[src/hw/rtl/efr_pkg.sv]
// ----------------------------------------------------------------------------
// efr_pkg
// types and constants shared by the escaped frame receiver modules
// ----------------------------------------------------------------------------
package efr_pkg;

  localparam int unsigned BYTE_W    = 8;
  localparam int unsigned SEQ_W     = 16;
  localparam int unsigned LEN_W     = 11;
  localparam int unsigned CHECK_W   = 16;
  localparam int unsigned KIND_W    = 2;
  localparam int unsigned CFG_IDX_W = 2;

  // register indexes of the configuration port
  localparam logic [CFG_IDX_W-1:0] CFG_ESCAPE  = 2'd0;
  localparam logic [CFG_IDX_W-1:0] CFG_LITERAL = 2'd1;
  localparam logic [CFG_IDX_W-1:0] CFG_START   = 2'd2;
  localparam logic [CFG_IDX_W-1:0] CFG_END     = 2'd3;

  localparam logic [BYTE_W-1:0] ESCAPE_RST  = 8'd190;
  localparam logic [BYTE_W-1:0] LITERAL_RST = 8'd85;
  localparam logic [BYTE_W-1:0] START_RST   = 8'd239;
  localparam logic [BYTE_W-1:0] END_RST     = 8'd229;

  typedef enum logic [KIND_W-1:0] {
    KIND_DATA  = 2'd0,
    KIND_GOOD  = 2'd1,
    KIND_FAIL  = 2'd2,
    KIND_ABORT = 2'd3
  } kind_e;

  // classified word handed from front to back
  typedef enum logic [1:0] {
    TOK_BYTE  = 2'd0,
    TOK_START = 2'd1,
    TOK_END   = 2'd2,
    TOK_BAD   = 2'd3
  } tok_e;

  typedef struct packed {
    tok_e              op;
    logic [BYTE_W-1:0] data;
  } tok_t;

  typedef enum logic [2:0] {
    MODE_IDLE = 3'd0,
    MODE_TYPE = 3'd1,
    MODE_SEQ0 = 3'd2,
    MODE_SEQ1 = 3'd3,
    MODE_CHAN = 3'd4,
    MODE_DATA = 3'd5,
    MODE_CK1  = 3'd6,
    MODE_CK2  = 3'd7
  } mode_e;

endpackage

[src/hw/rtl/efr_rx_if.sv]
// ----------------------------------------------------------------------------
// efr_rx_if
// raw received byte channel
// ----------------------------------------------------------------------------
interface efr_rx_if;
  logic       valid;
  logic       ready;
  logic [7:0] rx_byte;

  modport source (output valid, output rx_byte, input ready);
  modport sink   (input valid, input rx_byte, output ready);
endinterface

[src/hw/rtl/efr_res_if.sv]
// ----------------------------------------------------------------------------
// efr_res_if
// result channel: payload bytes and frame status words
// ----------------------------------------------------------------------------
interface efr_res_if;
  logic        valid;
  logic        ready;
  logic [1:0]  kind;
  logic [7:0]  data_byte;
  logic [7:0]  frame_kind;
  logic [15:0] sequence_res;
  logic [7:0]  channel_id;
  logic [10:0] payload_length;
  logic [15:0] computed_check;

  modport source (output valid, output kind, output data_byte, output frame_kind,
                  output sequence_res, output channel_id, output payload_length,
                  output computed_check, input ready);
  modport sink   (input valid, input kind, input data_byte, input frame_kind,
                  input sequence_res, input channel_id, input payload_length,
                  input computed_check, output ready);
endinterface

[src/hw/rtl/efr_cfg_if.sv]
// ----------------------------------------------------------------------------
// efr_cfg_if
// configuration register write channel
// ----------------------------------------------------------------------------
interface efr_cfg_if;
  logic       valid;
  logic       ready;
  logic [1:0] index;
  logic [7:0] wdata;

  modport source (output valid, output index, output wdata, input ready);
  modport sink   (input valid, input index, input wdata, output ready);
endinterface

[src/hw/rtl/efr_front.sv]
// ----------------------------------------------------------------------------
// efr_front
// holds the escape codes, strips escape sequences and classifies each word
// ----------------------------------------------------------------------------
module efr_front
  import efr_pkg::*;
(
  input  logic  clk_i,
  input  logic  rst_ni,
  efr_rx_if.sink  rx_i,
  efr_cfg_if.sink cfg_i,
  output logic  tok_valid_o,
  output tok_t  tok_o,
  input  logic  tok_ready_i
);

  logic [BYTE_W-1:0] escape_q, literal_q, start_q, end_q;
  logic              esc_q, esc_d;
  logic              rx_acc;
  logic [BYTE_W-1:0] c;

  assign cfg_i.ready = 1'b1;

  always_ff @(posedge clk_i or negedge rst_ni) begin
    if (!rst_ni) begin
      escape_q  <= ESCAPE_RST;
      literal_q <= LITERAL_RST;
      start_q   <= START_RST;
      end_q     <= END_RST;
    end else if (cfg_i.valid) begin
      case (cfg_i.index)
        CFG_ESCAPE:  escape_q  <= cfg_i.wdata;
        CFG_LITERAL: literal_q <= cfg_i.wdata;
        CFG_START:   start_q   <= cfg_i.wdata;
        CFG_END:     end_q     <= cfg_i.wdata;
        default: begin
        end
      endcase
    end
  end

  assign c           = rx_i.rx_byte;
  assign rx_i.ready  = tok_ready_i;
  assign rx_acc      = rx_i.valid && tok_ready_i;
  // a lone escape byte is swallowed, the code byte after it makes the word
  assign tok_valid_o = rx_i.valid && (esc_q || (c != escape_q));

  always_comb begin
    tok_o.op   = TOK_BYTE;
    tok_o.data = c;
    esc_d      = esc_q;
    if (esc_q) begin
      // literal is tested before start, start before end
      if (c == literal_q) begin
        tok_o.data = escape_q;
      end else if (c == start_q) begin
        tok_o.op = TOK_START;
      end else if (c == end_q) begin
        tok_o.op = TOK_END;
      end else begin
        tok_o.op = TOK_BAD;
      end
      if (rx_acc) begin
        esc_d = 1'b0;
      end
    end else if (rx_acc && (c == escape_q)) begin
      esc_d = 1'b1;
    end
  end

  always_ff @(posedge clk_i or negedge rst_ni) begin
    if (!rst_ni) begin
      esc_q <= 1'b0;
    end else begin
      esc_q <= esc_d;
    end
  end

endmodule

[src/hw/rtl/efr_fifo.sv]
// ----------------------------------------------------------------------------
// efr_fifo
// two-entry queue of classified words between front and back
// ----------------------------------------------------------------------------
module efr_fifo
  import efr_pkg::*;
(
  input  logic clk_i,
  input  logic rst_ni,
  input  logic push_valid_i,
  output logic push_ready_o,
  input  tok_t push_tok_i,
  output logic pop_valid_o,
  input  logic pop_ready_i,
  output tok_t pop_tok_o
);

  tok_t       slot_q [2];
  logic       wr_q, rd_q;
  logic [1:0] cnt_q;
  logic       push, pop;

  assign push_ready_o = (cnt_q != 2'd2);
  assign pop_valid_o  = (cnt_q != 2'd0);
  assign pop_tok_o    = slot_q[rd_q];
  assign push         = push_valid_i && push_ready_o;
  assign pop          = pop_valid_o && pop_ready_i;

  always_ff @(posedge clk_i) begin
    if (push) begin
      slot_q[wr_q] <= push_tok_i;
    end
  end

  always_ff @(posedge clk_i or negedge rst_ni) begin
    if (!rst_ni) begin
      wr_q  <= 1'b0;
      rd_q  <= 1'b0;
      cnt_q <= 2'd0;
    end else begin
      if (push) begin
        wr_q <= ~wr_q;
      end
      if (pop) begin
        rd_q <= ~rd_q;
      end
      case ({push, pop})
        2'b10:   cnt_q <= cnt_q + 2'd1;
        2'b01:   cnt_q <= cnt_q - 2'd1;
        default: cnt_q <= cnt_q;
      endcase
    end
  end

endmodule

[src/hw/rtl/efr_back.sv]
// ----------------------------------------------------------------------------
// efr_back
// frame parser: header capture, fletcher-16 sums, length check, result register
// ----------------------------------------------------------------------------
module efr_back
  import efr_pkg::*;
#(
  parameter int unsigned MAX_PAYLOAD = 1024
) (
  input  logic clk_i,
  input  logic rst_ni,
  input  logic tok_valid_i,
  output logic tok_ready_o,
  input  tok_t tok_i,
  efr_res_if.source res_o
);

  localparam int unsigned CNT_W = $clog2(MAX_PAYLOAD + 1);

  function automatic logic [8:0] fold(input logic [10:0] s);
    return 9'(s[7:0]) + 9'(s[10:8]);
  endfunction

  mode_e             mode_q, mode_d;
  logic [8:0]        sf_q, sf_d, ss_q, ss_d;
  logic [CNT_W-1:0]  cnt_q, cnt_d, cnt_inc;
  logic [BYTE_W-1:0] type_q, type_d, chan_q, chan_d, cklo_q, cklo_d;
  logic [SEQ_W-1:0]  seq_q, seq_d;
  logic [CHECK_W-1:0] final_q, final_d;
  logic              take;

  logic              emit;
  kind_e             emit_kind;
  logic [BYTE_W-1:0] emit_data;
  logic              busy;
  logic [9:0]        sf_raw;
  logic [10:0]       ss_raw;
  logic [8:0]        sf_sum, ss_sum, f1, f2;
  logic [LEN_W+CNT_W-1:0] cnt_ext;

  logic               res_valid_q, res_valid_d;
  logic [KIND_W-1:0]  kind_q;
  logic [BYTE_W-1:0]  data_q, fkind_q, fchan_q;
  logic [SEQ_W-1:0]   fseq_q;
  logic [LEN_W-1:0]   len_q;
  logic [CHECK_W-1:0] check_q;

  assign tok_ready_o = !res_valid_q || res_o.ready;
  assign take        = tok_valid_i && tok_ready_o;
  assign busy        = (mode_q != MODE_IDLE);
  assign cnt_inc     = cnt_q + CNT_W'(1);
  assign cnt_ext     = {{LEN_W{1'b0}}, cnt_q};

  // one fletcher step on the incoming byte
  assign sf_raw = 10'(sf_q) + 10'(tok_i.data);
  assign ss_raw = 11'(ss_q) + 11'(sf_raw);
  assign sf_sum = fold(11'(sf_raw));
  assign ss_sum = fold(ss_raw);
  assign f1     = fold(11'(sf_q));
  assign f2     = fold(11'(ss_q));

  always_comb begin
    mode_d    = mode_q;
    sf_d      = sf_q;
    ss_d      = ss_q;
    cnt_d     = cnt_q;
    type_d    = type_q;
    seq_d     = seq_q;
    chan_d    = chan_q;
    cklo_d    = cklo_q;
    final_d   = final_q;
    emit      = 1'b0;
    emit_kind = KIND_DATA;
    emit_data = '0;
    if (take) begin
      case (tok_i.op)
        TOK_START: begin
          mode_d    = MODE_TYPE;
          cnt_d     = '0;
          sf_d      = 9'd255;
          ss_d      = 9'd255;
          emit      = busy;
          emit_kind = KIND_ABORT;
        end
        TOK_END: begin
          if (mode_q == MODE_DATA) begin
            final_d = {f2[7:0], 8'h00} | {7'b0, f1};
            mode_d  = MODE_CK1;
          end else begin
            mode_d    = MODE_IDLE;
            cnt_d     = '0;
            emit      = busy;
            emit_kind = KIND_ABORT;
          end
        end
        TOK_BAD: begin
          mode_d    = MODE_IDLE;
          cnt_d     = '0;
          emit      = busy;
          emit_kind = KIND_ABORT;
        end
        default: begin
          case (mode_q)
            MODE_TYPE: begin
              type_d = tok_i.data;
              sf_d   = sf_sum;
              ss_d   = ss_sum;
              mode_d = MODE_SEQ0;
            end
            MODE_SEQ0: begin
              seq_d  = {8'h00, tok_i.data};
              sf_d   = sf_sum;
              ss_d   = ss_sum;
              mode_d = MODE_SEQ1;
            end
            MODE_SEQ1: begin
              seq_d  = {tok_i.data, seq_q[7:0]};
              sf_d   = sf_sum;
              ss_d   = ss_sum;
              mode_d = MODE_CHAN;
            end
            MODE_CHAN: begin
              chan_d = tok_i.data;
              sf_d   = sf_sum;
              ss_d   = ss_sum;
              mode_d = MODE_DATA;
            end
            MODE_DATA: begin
              sf_d = sf_sum;
              ss_d = ss_sum;
              emit = 1'b1;
              // the byte that reaches the limit turns into an abort
              if (cnt_inc >= CNT_W'(MAX_PAYLOAD)) begin
                mode_d    = MODE_IDLE;
                cnt_d     = '0;
                emit_kind = KIND_ABORT;
              end else begin
                cnt_d     = cnt_inc;
                emit_data = tok_i.data;
              end
            end
            MODE_CK1: begin
              cklo_d = tok_i.data;
              mode_d = MODE_CK2;
            end
            MODE_CK2: begin
              emit      = 1'b1;
              emit_kind = ({tok_i.data, cklo_q} == final_q) ? KIND_GOOD : KIND_FAIL;
              mode_d    = MODE_IDLE;
              cnt_d     = '0;
            end
            default: begin
            end
          endcase
        end
      endcase
    end
  end

  always_comb begin
    res_valid_d = res_valid_q;
    if (take) begin
      res_valid_d = emit;
    end else if (res_o.ready) begin
      res_valid_d = 1'b0;
    end
  end

  always_ff @(posedge clk_i or negedge rst_ni) begin
    if (!rst_ni) begin
      mode_q      <= MODE_IDLE;
      cnt_q       <= '0;
      res_valid_q <= 1'b0;
    end else begin
      mode_q      <= mode_d;
      cnt_q       <= cnt_d;
      res_valid_q <= res_valid_d;
    end
  end

  always_ff @(posedge clk_i) begin
    sf_q    <= sf_d;
    ss_q    <= ss_d;
    type_q  <= type_d;
    seq_q   <= seq_d;
    chan_q  <= chan_d;
    cklo_q  <= cklo_d;
    final_q <= final_d;
    if (take && emit) begin
      kind_q  <= emit_kind;
      data_q  <= emit_data;
      if ((emit_kind == KIND_GOOD) || (emit_kind == KIND_FAIL)) begin
        fkind_q <= type_q;
        fseq_q  <= seq_q;
        fchan_q <= chan_q;
        len_q   <= cnt_ext[LEN_W-1:0];
        check_q <= final_q;
      end else begin
        fkind_q <= '0;
        fseq_q  <= '0;
        fchan_q <= '0;
        len_q   <= '0;
        check_q <= '0;
      end
    end
  end

  assign res_o.valid          = res_valid_q;
  assign res_o.kind           = kind_q;
  assign res_o.data_byte      = data_q;
  assign res_o.frame_kind     = fkind_q;
  assign res_o.sequence_res   = fseq_q;
  assign res_o.channel_id     = fchan_q;
  assign res_o.payload_length = len_q;
  assign res_o.computed_check = check_q;

endmodule

[src/hw/rtl/escaped_frame_receiver_core.sv]
// ----------------------------------------------------------------------------
// escaped_frame_receiver_core
// byte-stuffed frame receiver with fletcher-16 check
// ----------------------------------------------------------------------------
// usage:
//   rx_i carries one raw serial byte per word. res_o gives one word per
//   payload byte (kind data) and one status word per frame: good, checksum
//   fail or abort. cfg_i writes the escape, literal, start and end codes
//   (index 0..3), always ready; write only while the receiver is idle.
//   path: a byte that yields a result is registered in the queue and then in
//   the output register before it shows on res_o (front classifies into a
//   two-entry queue, back parses from the queue into the output register).
//   escape bytes and header bytes yield nothing.
//   throughput: one byte per cycle while res_o is ready; the output register
//   accepts a new word on the cycle the old one is taken.
//   stall: when res_o is not ready with a word waiting, the back end holds,
//   the queue fills and rx_i.ready drops after two more words.
//   reset: codes return to 190/85/239/229, receiver waits for a frame start,
//   queue and output register are empty.
// ----------------------------------------------------------------------------
module escaped_frame_receiver_core
  import efr_pkg::*;
#(
  parameter int unsigned MAX_PAYLOAD = 1024
) (
  input  logic clk_i,
  input  logic rst_ni,
  efr_rx_if.sink    rx_i,
  efr_cfg_if.sink   cfg_i,
  efr_res_if.source res_o
);

  logic fr_valid, fr_ready, bk_valid, bk_ready;
  tok_t fr_tok, bk_tok;

  efr_front u_front (
    .clk_i       (clk_i),
    .rst_ni      (rst_ni),
    .rx_i        (rx_i),
    .cfg_i       (cfg_i),
    .tok_valid_o (fr_valid),
    .tok_o       (fr_tok),
    .tok_ready_i (fr_ready)
  );

  efr_fifo u_fifo (
    .clk_i        (clk_i),
    .rst_ni       (rst_ni),
    .push_valid_i (fr_valid),
    .push_ready_o (fr_ready),
    .push_tok_i   (fr_tok),
    .pop_valid_o  (bk_valid),
    .pop_ready_i  (bk_ready),
    .pop_tok_o    (bk_tok)
  );

  efr_back #(
    .MAX_PAYLOAD (MAX_PAYLOAD)
  ) u_back (
    .clk_i       (clk_i),
    .rst_ni      (rst_ni),
    .tok_valid_i (bk_valid),
    .tok_ready_o (bk_ready),
    .tok_i       (bk_tok),
    .res_o       (res_o)
  );

endmodule

[src/flat_wrapper.sv]
// flat-port wrapper written by rule: the top's interface ports become plain ports
module escaped_frame_receiver_core_flat import efr_pkg::*;
#(
  parameter int unsigned MAX_PAYLOAD = 1024
)
  (clk_i, rst_ni, rx_i_valid, rx_i_rx_byte, rx_i_ready, cfg_i_valid, cfg_i_index, cfg_i_wdata, cfg_i_ready, res_o_valid, res_o_kind, res_o_data_byte, res_o_frame_kind, res_o_sequence_res, res_o_channel_id, res_o_payload_length, res_o_computed_check, res_o_ready);
  efr_rx_if rx_i_i ();
  efr_cfg_if cfg_i_i ();
  efr_res_if res_o_i ();
  input  logic clk_i;
  input  logic rst_ni;
  input wire logic [$bits(rx_i_i.valid)-1:0] rx_i_valid;
  input wire logic [$bits(rx_i_i.rx_byte)-1:0] rx_i_rx_byte;
  output wire logic [$bits(rx_i_i.ready)-1:0] rx_i_ready;
  input wire logic [$bits(cfg_i_i.valid)-1:0] cfg_i_valid;
  input wire logic [$bits(cfg_i_i.index)-1:0] cfg_i_index;
  input wire logic [$bits(cfg_i_i.wdata)-1:0] cfg_i_wdata;
  output wire logic [$bits(cfg_i_i.ready)-1:0] cfg_i_ready;
  output wire logic [$bits(res_o_i.valid)-1:0] res_o_valid;
  output wire logic [$bits(res_o_i.kind)-1:0] res_o_kind;
  output wire logic [$bits(res_o_i.data_byte)-1:0] res_o_data_byte;
  output wire logic [$bits(res_o_i.frame_kind)-1:0] res_o_frame_kind;
  output wire logic [$bits(res_o_i.sequence_res)-1:0] res_o_sequence_res;
  output wire logic [$bits(res_o_i.channel_id)-1:0] res_o_channel_id;
  output wire logic [$bits(res_o_i.payload_length)-1:0] res_o_payload_length;
  output wire logic [$bits(res_o_i.computed_check)-1:0] res_o_computed_check;
  input wire logic [$bits(res_o_i.ready)-1:0] res_o_ready;
  assign rx_i_i.valid = rx_i_valid;
  assign rx_i_i.rx_byte = rx_i_rx_byte;
  assign rx_i_ready = rx_i_i.ready;
  assign cfg_i_i.valid = cfg_i_valid;
  assign cfg_i_i.index = cfg_i_index;
  assign cfg_i_i.wdata = cfg_i_wdata;
  assign cfg_i_ready = cfg_i_i.ready;
  assign res_o_valid = res_o_i.valid;
  assign res_o_kind = res_o_i.kind;
  assign res_o_data_byte = res_o_i.data_byte;
  assign res_o_frame_kind = res_o_i.frame_kind;
  assign res_o_sequence_res = res_o_i.sequence_res;
  assign res_o_channel_id = res_o_i.channel_id;
  assign res_o_payload_length = res_o_i.payload_length;
  assign res_o_computed_check = res_o_i.computed_check;
  assign res_o_i.ready = res_o_ready;
  escaped_frame_receiver_core #(.MAX_PAYLOAD(MAX_PAYLOAD)) u_core (.clk_i(clk_i), .rst_ni(rst_ni), .rx_i(rx_i_i), .cfg_i(cfg_i_i), .res_o(res_o_i));
endmodule
[config.mk]
export PLATFORM = sky130hd
export DESIGN_NAME = escaped_frame_receiver_core_flat
export DESIGN_NICKNAME = d
export VERILOG_FILES = /design/src/hw/rtl/efr_pkg.sv /design/src/hw/rtl/efr_rx_if.sv /design/src/hw/rtl/efr_res_if.sv /design/src/hw/rtl/efr_cfg_if.sv /design/src/hw/rtl/efr_front.sv /design/src/hw/rtl/efr_fifo.sv /design/src/hw/rtl/efr_back.sv /design/src/hw/rtl/escaped_frame_receiver_core.sv /design/src/flat_wrapper.sv
export SDC_FILE = /design/constraint.sdc
export NUM_CORES = 1
export LEC_CHECK = 0
export ABC_CLOCK_PERIOD_IN_PS = 11900
export BUFFER_PORTS_ARGS = -buffer_cell sky130_fd_sc_hd__buf_2
export CORE_ASPECT_RATIO = 1.2
export CORE_MARGIN = 2
export CORE_UTILIZATION = 41
export CTS_CLUSTER_DIAMETER = 50
export CTS_CLUSTER_SIZE = 16
export DETAILED_ROUTE_END_ITERATION = 12
export SYNTH_ARGS = -nofsm -noshare
export SYNTH_HDL_FRONTEND = slang
export SYNTH_HIERARCHICAL = 1
export SYNTH_SLANG_ARGS = --single-unit
export TNS_END_PERCENT = 100
[constraint.sdc]
create_clock -name clk_i -period 11.9 [get_ports clk_i]
set_clock_uncertainty 0.2 [all_clocks]
set_input_delay 0.595 -clock clk_i [delete_from_list [all_inputs] [get_ports clk_i]]
set_output_delay 0.595 -clock clk_i [all_outputs]
set_load 0.03 [all_outputs]
# ---- After elaboration in Yosys (flattened, before gate mapping)
# Memory sizes are Yosys's and may differ from the RTL's.
# Cells that the tools add are included.
dict set report totals {
  mem_bits_rw 20
  input_bits 23
  memories 1
  output_inout_bits 72
  elab_cells 145
  ff_bits 195
}
# name depth word_bits rd rd_clocked_by_memory_dff write_ports line
set memory_table {}
lappend memory_table {u_core.u_fifo.slot_q 2 10 1 0 1 efr_fifo.sv:18} ;# tok_t slot_q [2];
dict set report classes {
  n_addsub 9
  magnitude_cmp 1
  mux 36
  bitwise 8
  n_eq_ne 26
  n_reduce_logical 38
}
# cell n
set op_table {}
lappend op_table {{one-hot mux 11 bit (2 select lines)} 2}
lappend op_table {{one-hot mux 9 bit (2 select lines)} 2}
lappend op_table {{== test 8 bit} 4}
lappend op_table {{one-hot mux 16 bit (2 select lines)} 1}
lappend op_table {{AND reduction 3 bit} 8}
lappend op_table {{2-to-1 mux 11 bit} 2}
lappend op_table {{one-hot mux 3 bit (7 select lines)} 1}
lappend op_table {{2-to-1 mux 9 bit} 2}
lappend op_table {{== test 16 bit} 1}
lappend op_table {{bitwise OR 16 x 9 -> 16 bit} 1}
lappend op_table {{== test 2 bit (second input constant)} 6}
lappend op_table {{== test 3 bit (second input constant)} 4}
lappend op_table {{2-to-1 mux 2 bit} 6}
lappend op_table {{one-hot mux 2 bit (2 select lines)} 3}
lappend op_table {{adder 11 x 1 -> 11 bit (second input constant)} 1}
lappend op_table {{adder 9 x 10 -> 11 bit} 1}
lappend op_table {{greater-or-equal comparator 11 bit (second input constant)} 1}
lappend op_table {{2-to-1 mux 1 bit} 11}
lappend op_table {{adder 9 x 8 -> 10 bit} 1}
lappend op_table {{2-to-1 mux 10 bit} 1}
lappend op_table {{nonzero test 10 bit} 1}
lappend op_table {{nonzero test 2 bit} 5}
lappend op_table {{adder 8 x 1 -> 9 bit} 1}
lappend op_table {{adder 8 x 2 -> 9 bit} 1}
lappend op_table {{27 further kinds} 51}

# ---- Depth between registers and ports, before layout
# Gate-level depths: netlist of the first run.
dict set report depth {
  ltp_word 8
  depth_mapped 23
  ltp_nobuf 22
}

# ---- By module
# The synthesis of the first run kept the hierarchy.
# module n_inst cells_per_inst seq_area_each_um2 area_each_um2
set modules_own_cells {}
lappend modules_own_cells {efr_back 1 596 4669.5 7672.4}
lappend modules_own_cells {efr_front 1 138 853.3 1853.0}
lappend modules_own_cells {efr_fifo 1 48 700.7 913.4}

# ---- Least setup slack after synthesis of the first run
# Ideal clock, no wire load.
dict set report synth_timing {
  path_kind {register to register}
  from {reg u_core.u_fifo.rd_q}
  to {reg u_core.u_back.ss_q[7], data pin}
  setup_ns 0.254
  arrival_time_ns 4.791
  path_slack_ns 6.655
  n_path_buf 1
  stages_incl_launch_ff 21
  period_less_slack_ns 5.245
  t_required_ns 11.446
  path_cell_list {dfrtp_1 buf_2 mux2_2 ha_1 fa_1 a21o_1 a21oi_1 xnor2_1 ha_1 o311a_1 o22ai_1 nor2_1 a211oi_2 xor2_1 ha_1 a21o_1 a21oi_1 nor3_4 nand3_2 or3_1 a21o_1}
}
# element line
set synth_rtl {}
lappend synth_rtl {{start, declared} efr_fifo.sv:19} ;# logic wr_q, rd_q;
lappend synth_rtl {{start signal, assigned} efr_fifo.sv:45} ;# rd_q <= ~rd_q;
lappend synth_rtl {{end signal, assigned} efr_back.sv:183} ;# ss_q <= ss_d;
lappend synth_rtl {{end, declared} efr_back.sv:25} ;# logic [8:0] sf_q, sf_d, ss_q, ss_d;

==> metrics.yaml, run 1 <==
clkSlewWorstSetupHoldPaths_ps: 70
cts_tree: "yes"
rows: 63
hold_path.class: "primary input to asynchronous set/reset pin"
cts_root_buf: "clkbuf_16"
drt_pass1_iterations: 4
drive_above_1_share: 0.272
clock_latency_ps: 500
cts_hold_buf: 0
rsz0062_at_grt: "no"
antenna_left: 0
multi_input_comb_area_mm2: 0.00403
min_period_ps: 5750
drv_slew: 0
die_y_um: 179
numPortBuffers: 93
cts.sink_count: 215
grt_max_degree: 63
core_mm2: 0.0249
synth.top_cell.area_share: 0.469
ctsResizeCount: 0
gp_congestion: 0.835
ys_seq_area_frac: 0.596
cp-start-kind: "register"
ys_warn_count: 6
htreeDepth: 1
end_kind: "register"
synth_area_leader_cell: "edfxtp_1"
slew_headroom: 0.384
cp_num_buf_inv: 0
synth.ff_latch_count: 215
cp_top_family: "compound AO/OA/AOI/OAI gates"
synthToLayoutAreaGrowth_pct: 15.2
final_nets: 948
synth_edf_count: 163
synth_fp_nets: 843
initialDrtViolationCount: 296
pin_count: 95
ys_top_cells_by_area: "edfxtp_1 47%, dfrtp_1 7.2%, dfstp_2 5.5%"
numCtsBuffers: 23
cap_viol_max_count: 0
drc: 0
setup_violations: 0
via_per_inst: 5.06
synthCells: 782
cts_setup_buffers: 0
cp_slowest_cell: "dfrtp_1"
antenna_found_initial: 0
max_stage_delay_ps: 590
routed_wl_um: 20000
cp.arrival_ps: 5800
routedWlPerCell_um: 16.3
regArea_mm2: 0.00622
crit_required_ps: 11940
crit_type: "register to register"
critPathMaxFanout: 11
path_cells: "mux2_2, ha_1, fa_1, a21o_1, a21oi_1, xnor2_1, ha_1, o311a_1, o22ai_1, nor2_1, a211oi_2, xor2_1, ha_1, a21o_1, a21oi_1, nor3_4, nand3_2, or3_1, a21o_1"
ys_async_sr_fraction: 0.242
grt_use_total: 0.152
outcome: "finished, final reports clean"
diodes: 0
die_w_um: 150
fillers: 2289
worstMarginPinSlew_ps: 924
grt_pass1_vias: 6151
hold_violations: 0
cts_max_path_buffers: 3
grt_remaining_overflow: 0
dp_hpwl_um: 14300
synth_cell_types: 77
synth_area_mm2: 0.0104
max_freq_mhz: 174
die_area_mm2: 0.0268
floorplan.initialDensity: 0.419
dr_total_vias: 6215
synth_area_per_cell_um2: 13.3
period_share: 0.483
grt_pass1_wl_um: 32000
synth_ff_type: "edfxtp_1"
setup_tns_ps: 0
==> final timing paths <==
kind | startpoint | to | slack, ps | cells after the start
worst max register to register | u_core/u_fifo/rd_q | u_core/u_back/ss_q[7] | 6150 | 19
max in group asynchronous | rst_ni | u_core/u_back/mode_q[1] | 11020 | 2
worst max-delay path | u_core/u_fifo/rd_q | u_core/u_back/ss_q[7] | 6150 | 19
min in group clk_i | cfg_i_wdata[6] | u_core/u_front/end_q[6] | 170 | 2
worst min-delay path | rst_ni | u_core/u_front/literal_q[1] | 20 | 2
worst min register to register | u_core/u_fifo/wr_q | u_core/u_fifo/wr_q | 290 | 1
==> kinds of logic after synthesis <==
group	count (synthesis)	share of synthesized area
simple gates	256	0.146
flops	215	0.596
compound gates	95	0.0626
xor+xnor	81	0.0680
mux	52	0.0589
buf+inv	44	0.0197
fa+ha+maj	38	0.0484
other cells	1	0.000359
==> per-layer routing <==
layer	part of all wire	vias up	GRT usage
met5	0	-	0
met2	0.50	145	0.270
met4	0.027	0	0.0515
met3	0.043	41	0.0206
met1	0.43	2975	0.190
li1	-	3054	-
==> through the flow <==
step / instances / setup WS [ps] / instance area, µm² / util / hold slack (ps)
after detailed placement: 1187 / 6150 / 11300 / 0.453 / 282
after floorplan: 782 / 6660 / 10400 / - / 99.4
after global routing: 1228 / 5780 / 12000 / 0.483 / 69.1
final: 1228 / 6150 / 12000 / 0.483 / 23.3
after CTS: 1228 / 6130 / 12000 / 0.483 / 20.3
after global placement: 1187 / 6250 / 11300 / 0.453 / 278
==> cell type report <==
class	instances	share of cell area
Clock buffer	29	0.0515
Clock inverter	12	0.0107
Inverter	21	0.00656
Multi-Input combinational cell	523	0.335
Sequential cell	215	0.518
Tap cell	325	0.0338
Timing Repair Buffer	103	0.0450
==> cell usage in the layout (no fill, tap or decap), types with 13 or more instances in the layout <==
master / netlist / routed
dfstp_2: 22 / 22
o21ai_0: 27 / 27
nor4_1: 13 / 13
clkbuf_16: 0 / 24
xnor2_1: 36 / 36
nor2_1: 26 / 24
edfxtp_1: 163 / 163
mux2_2: 43 / 43
dfrtp_1: 30 / 30
buf_2: 7 / 93
and2_1: 88 / 88
xor2_1: 45 / 45
inv_1: 20 / 20
nand2_1: 35 / 35
nand3_1: 18 / 18
a21oi_1: 14 / 14
ha_1: 34 / 34
==> sequential cells by signal, indices dropped and copies added (netlist names), 3 cells and up <==
name,count
u_core/u_back/sf_q,9
u_core/u_back/res_o.channel_id,8
u_core/u_back/res_o.computed_check,16
u_core/u_back/cnt_q,11
u_core/u_back/seq_q,16
u_core/u_back/res_o.payload_length,11
u_core/u_front/escape_q,8
u_core/u_back/cklo_q,8
u_core/u_back/chan_q,8
u_core/u_front/end_q,8
u_core/u_fifo/slot_q,20
u_core/u_front/literal_q,8
u_core/u_back/res_o.sequence_res,16
u_core/u_back/ss_q,9
u_core/u_back/res_o.frame_kind,8
u_core/u_back/res_o.data_byte,8
u_core/u_back/type_q,8
u_core/u_back/mode_q,3
u_core/u_back/final_q,16
u_core/u_front/start_q,8
==> cells in the mapped netlist, types with 3 or more instances <==
| library cell | count |
|---|---|
| and3_1 | 8 |
| xnor2_1 | 36 |
| edfxtp_1 | 163 |
| a211oi_1 | 5 |
| nand3b_1 | 3 |
| ha_1 | 34 |
| nand3_1 | 18 |
| nor3b_2 | 3 |
| nor2_1 | 26 |
| nor4_1 | 13 |
| and2_1 | 88 |
| o41ai_1 | 3 |
| mux2_4 | 8 |
| buf_2 | 7 |
| buf_4 | 4 |
| xor2_1 | 45 |
| a21oi_1 | 14 |
| dfstp_2 | 22 |
| nor3_1 | 10 |
| o21bai_1 | 3 |
| o31ai_1 | 3 |
| o21ai_0 | 27 |
| or2_1 | 3 |
| a21o_1 | 8 |
| or2_2 | 4 |
| dfrtp_1 | 30 |
| clkbuf_1 | 9 |
| nand2b_1 | 12 |
| o21ai_1 | 3 |
| o21ai_2 | 3 |
| inv_1 | 20 |
| fa_1 | 4 |
| a31oi_1 | 4 |
| nand4_1 | 7 |
| o21a_1 | 3 |
| mux2_2 | 43 |
| nor2b_1 | 3 |
| nand2_1 | 35 |
Power of run 1 is left out: the tool's default activity adds up to more than one toggle a clock period on the data nets, which glitch-free logic cannot reach.
==> inputs of run 2 (changes only) <==
- ABC_CLOCK_PERIOD_IN_PS: 11900 -> 6000
- clock period: 11.9 -> 6 ns (I/O delays scaled with it)
==> metrics.yaml, run 2 (synthesized netlist as in run 1, its figures left out) <==
top_register: "u_core/u_fifo/slot_q"
setup_violations: 0  # unchanged
outcome: "finished, final reports clean"
setup_tns_ps: 0  # unchanged
rsz0062_at_grt: "no"
pin_count: 95  # unchanged
end_kind: "register"
clkSlewWorstSetupHoldPaths_ps: 60  # about the same
cts_tree: "yes"
htreeDepth: 1  # unchanged
cts_setup_buffers: 0  # unchanged
critPathMaxFanout: 8  # -3
clock_latency_ps: 510  # about the same
floorplan.initialDensity: 0.419  # unchanged
worstMarginPinSlew_ps: 881  # -43.5 ps
die_y_um: 179  # unchanged
period_share: 0.925  # +0.442
slew_headroom: 0.411  # +0.0268
setup_slack_ps: 448  # -5700 ps
core_mm2: 0.0249  # unchanged
drt_pass1_iterations: 4  # unchanged
drive_above_1_share: 0.272  # -0.000495
die_w_um: 150  # unchanged
cap_viol_max_count: 0  # unchanged
diodes: 0  # unchanged
numCtsBuffers: 23  # unchanged
gp_congestion: 0.853  # +2.1%
cts.sink_count: 215  # unchanged
die_area_mm2: 0.0268  # unchanged
grt_remaining_overflow: 0  # unchanged
drv_slew: 0  # unchanged
hold_path.class: "primary input to register"
dp_hpwl_um: 14500  # +1.2%
antenna_found_initial: 0  # unchanged
initialDrtViolationCount: 269  # -9.1%
routed_wl_um: 20100  # +0.68%
post-route-util: 0.489  # +0.00673
placed_cells: 1188  # +0.084%
dr_total_vias: 6216  # +0.016%
crit_type: "register to register"
antenna_left: 0  # unchanged
routedWlPerCell_um: 16.3  # about the same
place_ws_ps: 465  # -5690 ps
numPortBuffers: 93  # unchanged
largest_reg_flops: 20  # unchanged
crit_required_ps: 6060  # -5880 ps
hold_violations: 0  # unchanged
final_cell_mix: "163 x edfxtp_1, 93 x buf_2, 88 x and2_1"
ctsResizeCount: 0  # unchanged
grt_max_degree: 60  # -4.8%
rows: 63  # unchanged
cts_hold_buf: 10  # +10
grt_use_total: 0.153  # +0.00174
grt_pass1_wl_um: 32400  # +1.3%
synthToLayoutAreaGrowth_pct: 16.8
min_period_ps: 5550  # -198 ps
final_cells: 1237  # +0.73%
cp.arrival_ps: 5610  # -190 ps
drc: 0  # unchanged
cts_root_buf: "clkbuf_16"
grt_pass1_vias: 6198  # +0.76%
via_per_inst: 5.03  # -0.71%
layout_commonest_cell: "edfxtp_1"
cp-start-kind: "register"
max_freq_mhz: 180  # +3.6%
cts_max_path_buffers: 3  # unchanged
final_nets: 959  # +1.2%
-- run 2: cell types whose count changed in the layout (fill, tap and decap cells not counted), sizes merged --
cell | previous run | this run
buf | 103 | 104
bufinv | 0 | 3
clkbuf | 29 | 26
clkinv | 4 | 3
clkinvlp | 2 | 1
dlygate4sd3 | 0 | 10
-- run 2: through the flow --
step / hold WS [ps] / area, µm²
6_report: 28.9 / 12200
5_1_grt: 33.7 / 12200
4_1_cts: 21.1 / 12200
3_5_place_dp: 281 / 11300
3_3_place_gp: 277 / 11300
2_1_floorplan: -196 / 10400
-- run 2: worst paths after layout --
check / end / depth (start not counted) / startpoint / slack [ps]
worst max-delay path: u_core/u_back/ss_q[7] / 19 / u_core/u_fifo/rd_q / 450
worst min-delay path: u_core/u_back/res_o.valid / 3 / res_o_ready / 30
worst max register to register: u_core/u_back/ss_q[7] / 19 / u_core/u_fifo/rd_q / 450
worst min register to register: u_core/u_fifo/wr_q / 1 / u_core/u_fifo/wr_q / 290
max in group asynchronous: u_core/u_back/mode_q[0] / 3 / rst_ni / 4870
min in group asynchronous: u_core/u_front/end_q[4] / 3 / rst_ni / 270
-- run 2: layout make-up --
| cell class | instances | area (µm²) |
|---|---|---|
| multi-input cells | 523 | 4030 |
| clock inverters | 13 | 200 |
| well taps | 325 | 407 |
| fillers | 2241 | 12700 |
| clock buffers | 26 | 608 |
| flip-flops and latches | 215 | 6220 |
| repair buffers | 114 | 648 |
| inverters | 21 | 78.8 |
-- run 2: critical path, stage by stage, from the launching register on --
cell and delay [ps]:
dfrtp_1 450, mux2_2 460, ha_1 270, fa_1 430, a21o_1 180, a21oi_1 170
xnor2_1 270, ha_1 410, o311a_1 390, o22ai_1 230, nor2_1 90, a211oi_2 280
xor2_1 110, ha_1 280, a21o_1 110, a21oi_1 100, nor3_4 200, nand3_2 110
or3_1 400, a21o_1 180
-- run 2: routing by layer --
layer,track usage,wire length (µm),share of wire,up-vias
li1,-,-,-,3070
met1,0.192,8680,0.43,2976
met2,0.275,10100,0.50,135
met3,0.0196,757,0.038,35
met4,0.0503,563,0.028,0
met5,0,0,0,-
Power of run 2 is left out for the same reason.
==> inputs of run 3 (changes only) <==
- CTS_BUF_LIST: unset -> sky130_fd_sc_hd__clkbuf_4
==> metrics.yaml, run 3 (synthesized netlist as in run 1, its figures left out) <==
outcome: "finished, final reports clean"
hold_path.class: "primary input to register"
clkSlewWorstSetupHoldPaths_ps: 150  # +90 ps
cp_num_buf_inv: 0  # unchanged
hold_violations: 0  # unchanged
cap_viol_max_count: 0  # unchanged
end_kind: "register"
die_y_um: 179  # unchanged
setup_violations: 0  # unchanged
grt_pass1_wl_um: 32300  # -0.34%
via_per_inst: 5.03  # about the same
initialDrtViolationCount: 272  # +1.1%
core_mm2: 0.0249  # unchanged
min_period_ps: 5580  # +27.4 ps
hold_depth: 3  # unchanged
place_ws_ps: 465  # unchanged
dp_hpwl_um: 14500  # unchanged
die_w_um: 150  # unchanged
worstReg2RegEnd: "u_core/u_back/ss_q[7]"
cts.sink_count: 215  # unchanged
pin_count: 95  # unchanged
worst_r2r_path_depth: 19  # unchanged
period_share: 0.930  # +0.00456
clock_latency_ps: 650  # +140 ps
grt_use_total: 0.153  # -0.000843
r2r_slack_ps: 420  # -30 ps
cp-start-kind: "register"
drt_pass1_iterations: 4  # unchanged
cts_root_buf: "clkbuf_4"
setup_slack_ps: 420  # -27.4 ps
antenna_found_initial: 1  # +1
layout_commonest_cell: "edfxtp_1"
ctsResizeCount: 0  # unchanged
reg2reg_from: "u_core/u_fifo/rd_q"
crit_required_ps: 6170  # +110 ps
multi_input_comb_area_mm2: 0.00403  # unchanged
crit_start: "u_core/u_fifo/rd_q"
final_nets: 971  # +1.3%
drc: 0  # unchanged
antenna_left: 0  # unchanged
htreeDepth: 1  # unchanged
grt_max_degree: 60  # unchanged
cp.arrival_ps: 5750  # +140 ps
drv_slew: 0  # unchanged
max_freq_mhz: 179  # -0.49%
cts_tree: "yes"
regArea_mm2: 0.00622  # unchanged
cp_slowest_cell: "dfrtp_1"
numCtsBuffers: 23  # unchanged
gp_congestion: 0.853  # unchanged
fillers: 2286  # +2.0%
routedWlPerCell_um: 16.1  # -1.4%
hold-worst-slack_ps: 80.2  # +51.3 ps
path_cells: "mux2_2, ha_1, fa_1, a21o_1, a21oi_1, xnor2_1, ha_1, o311a_1, o22ai_1, nor2_1, a211oi_2, xor2_1, ha_1, a21o_1, a21oi_1, nor3_4, nand3_2, or3_1, a21o_1"
critPathMaxFanout: 8  # unchanged
grt_pass1_vias: 6256  # +0.94%
die_area_mm2: 0.0268  # unchanged
grt_remaining_overflow: 0  # unchanged
slew_headroom: 0.409  # -0.00207
drive_above_1_share: 0.271  # -0.00137
cts_setup_buffers: 0  # unchanged
post-route-util: 0.479  # -0.0107
floorplan.initialDensity: 0.419  # unchanged
rsz0062_at_grt: "no"
setup_tns_ps: 0  # unchanged
synthToLayoutAreaGrowth_pct: 14.2
worstMarginPinSlew_ps: 884  # +3.10 ps
crit_type: "register to register"
max_stage_delay_ps: 470  # about the same
cts_max_path_buffers: 3  # unchanged
largest_reg_flops: 20  # unchanged
dr_total_vias: 6287  # +1.1%
numPortBuffers: 93  # unchanged
endpoint: "u_core/u_back/ss_q[7]"
top_register: "u_core/u_fifo/slot_q"
rows: 63  # unchanged
routed_wl_um: 20100  # -0.33%
cp_top_family: "compound AO/OA/AOI/OAI gates"
cp_num_cells: 19  # unchanged
final_cell_mix: "163 x edfxtp_1, 93 x buf_2, 88 x and2_1"
## run 3: what timing repair did
item / in CTS / in global routing
endpoints found under the setup margin: 0 / 0
hold endpoints to repair: 104 / 0
hold buffers: 22 / 0
## run 3: how the worst min path moves through the flow
| stage | startpoint | end | slack, ps |
|---|---|---|---|
| 6_report | cfg_i_valid | u_core/u_front/escape_q[0] | 80 |
| 5_1_grt | cfg_i_valid | u_core/u_front/escape_q[7] | 20 |
| 4_1_cts | cfg_i_valid | u_core/u_front/escape_q[0] | 10 |
| 3_5_place_dp | rst_ni | u_core/u_front/end_q[4] | 280 |
| 3_3_place_gp | rst_ni | u_core/u_front/end_q[4] | 280 |
| 2_1_floorplan | rst_ni | u_core/u_back/cnt_q[0] | -200 |
## run 3: through the flow
stage,area (µm²),instances
after floorplan,10400,782
after global placement,11300,1188
after detailed placement,11300,1188
after CTS,11900,1249
after global routing,11900,1250
final,11900,1250
## run 3: layout make-up
cell class,instances,share of cell area
sequential,215,0.522
multi-input combinational,523,0.338
timing repair buffer,126,0.0644
tap,325,0.0341
clock inverter,14,0.0193
clock buffer,25,0.0157
inverter,21,0.00661
antenna,1,0.000210
## run 3: layer usage
layer,up-vias,GRT usage,wire length [µm],part of all wire
li1,3106,-,-,-
met1,3026,0.190,8680,0.43
met2,130,0.276,10200,0.51
met3,25,0.0221,783,0.039
met4,0,0.0432,396,0.020
met5,-,0,0,0
## run 3: worst reg2reg max path, cell delays in order (launching register included)
cell and delay [ps]:
dfrtp_1 470, mux2_2 460, ha_1 270, fa_1 430
a21o_1 180, a21oi_1 170, xnor2_1 270, ha_1 410
o311a_1 380, o22ai_1 230, nor2_1 90, a211oi_2 280
xor2_1 110, ha_1 280, a21o_1 100, a21oi_1 100
nor3_4 200, nand3_2 110, or3_1 390, a21o_1 180
Power of run 3 is left out for the same reason.
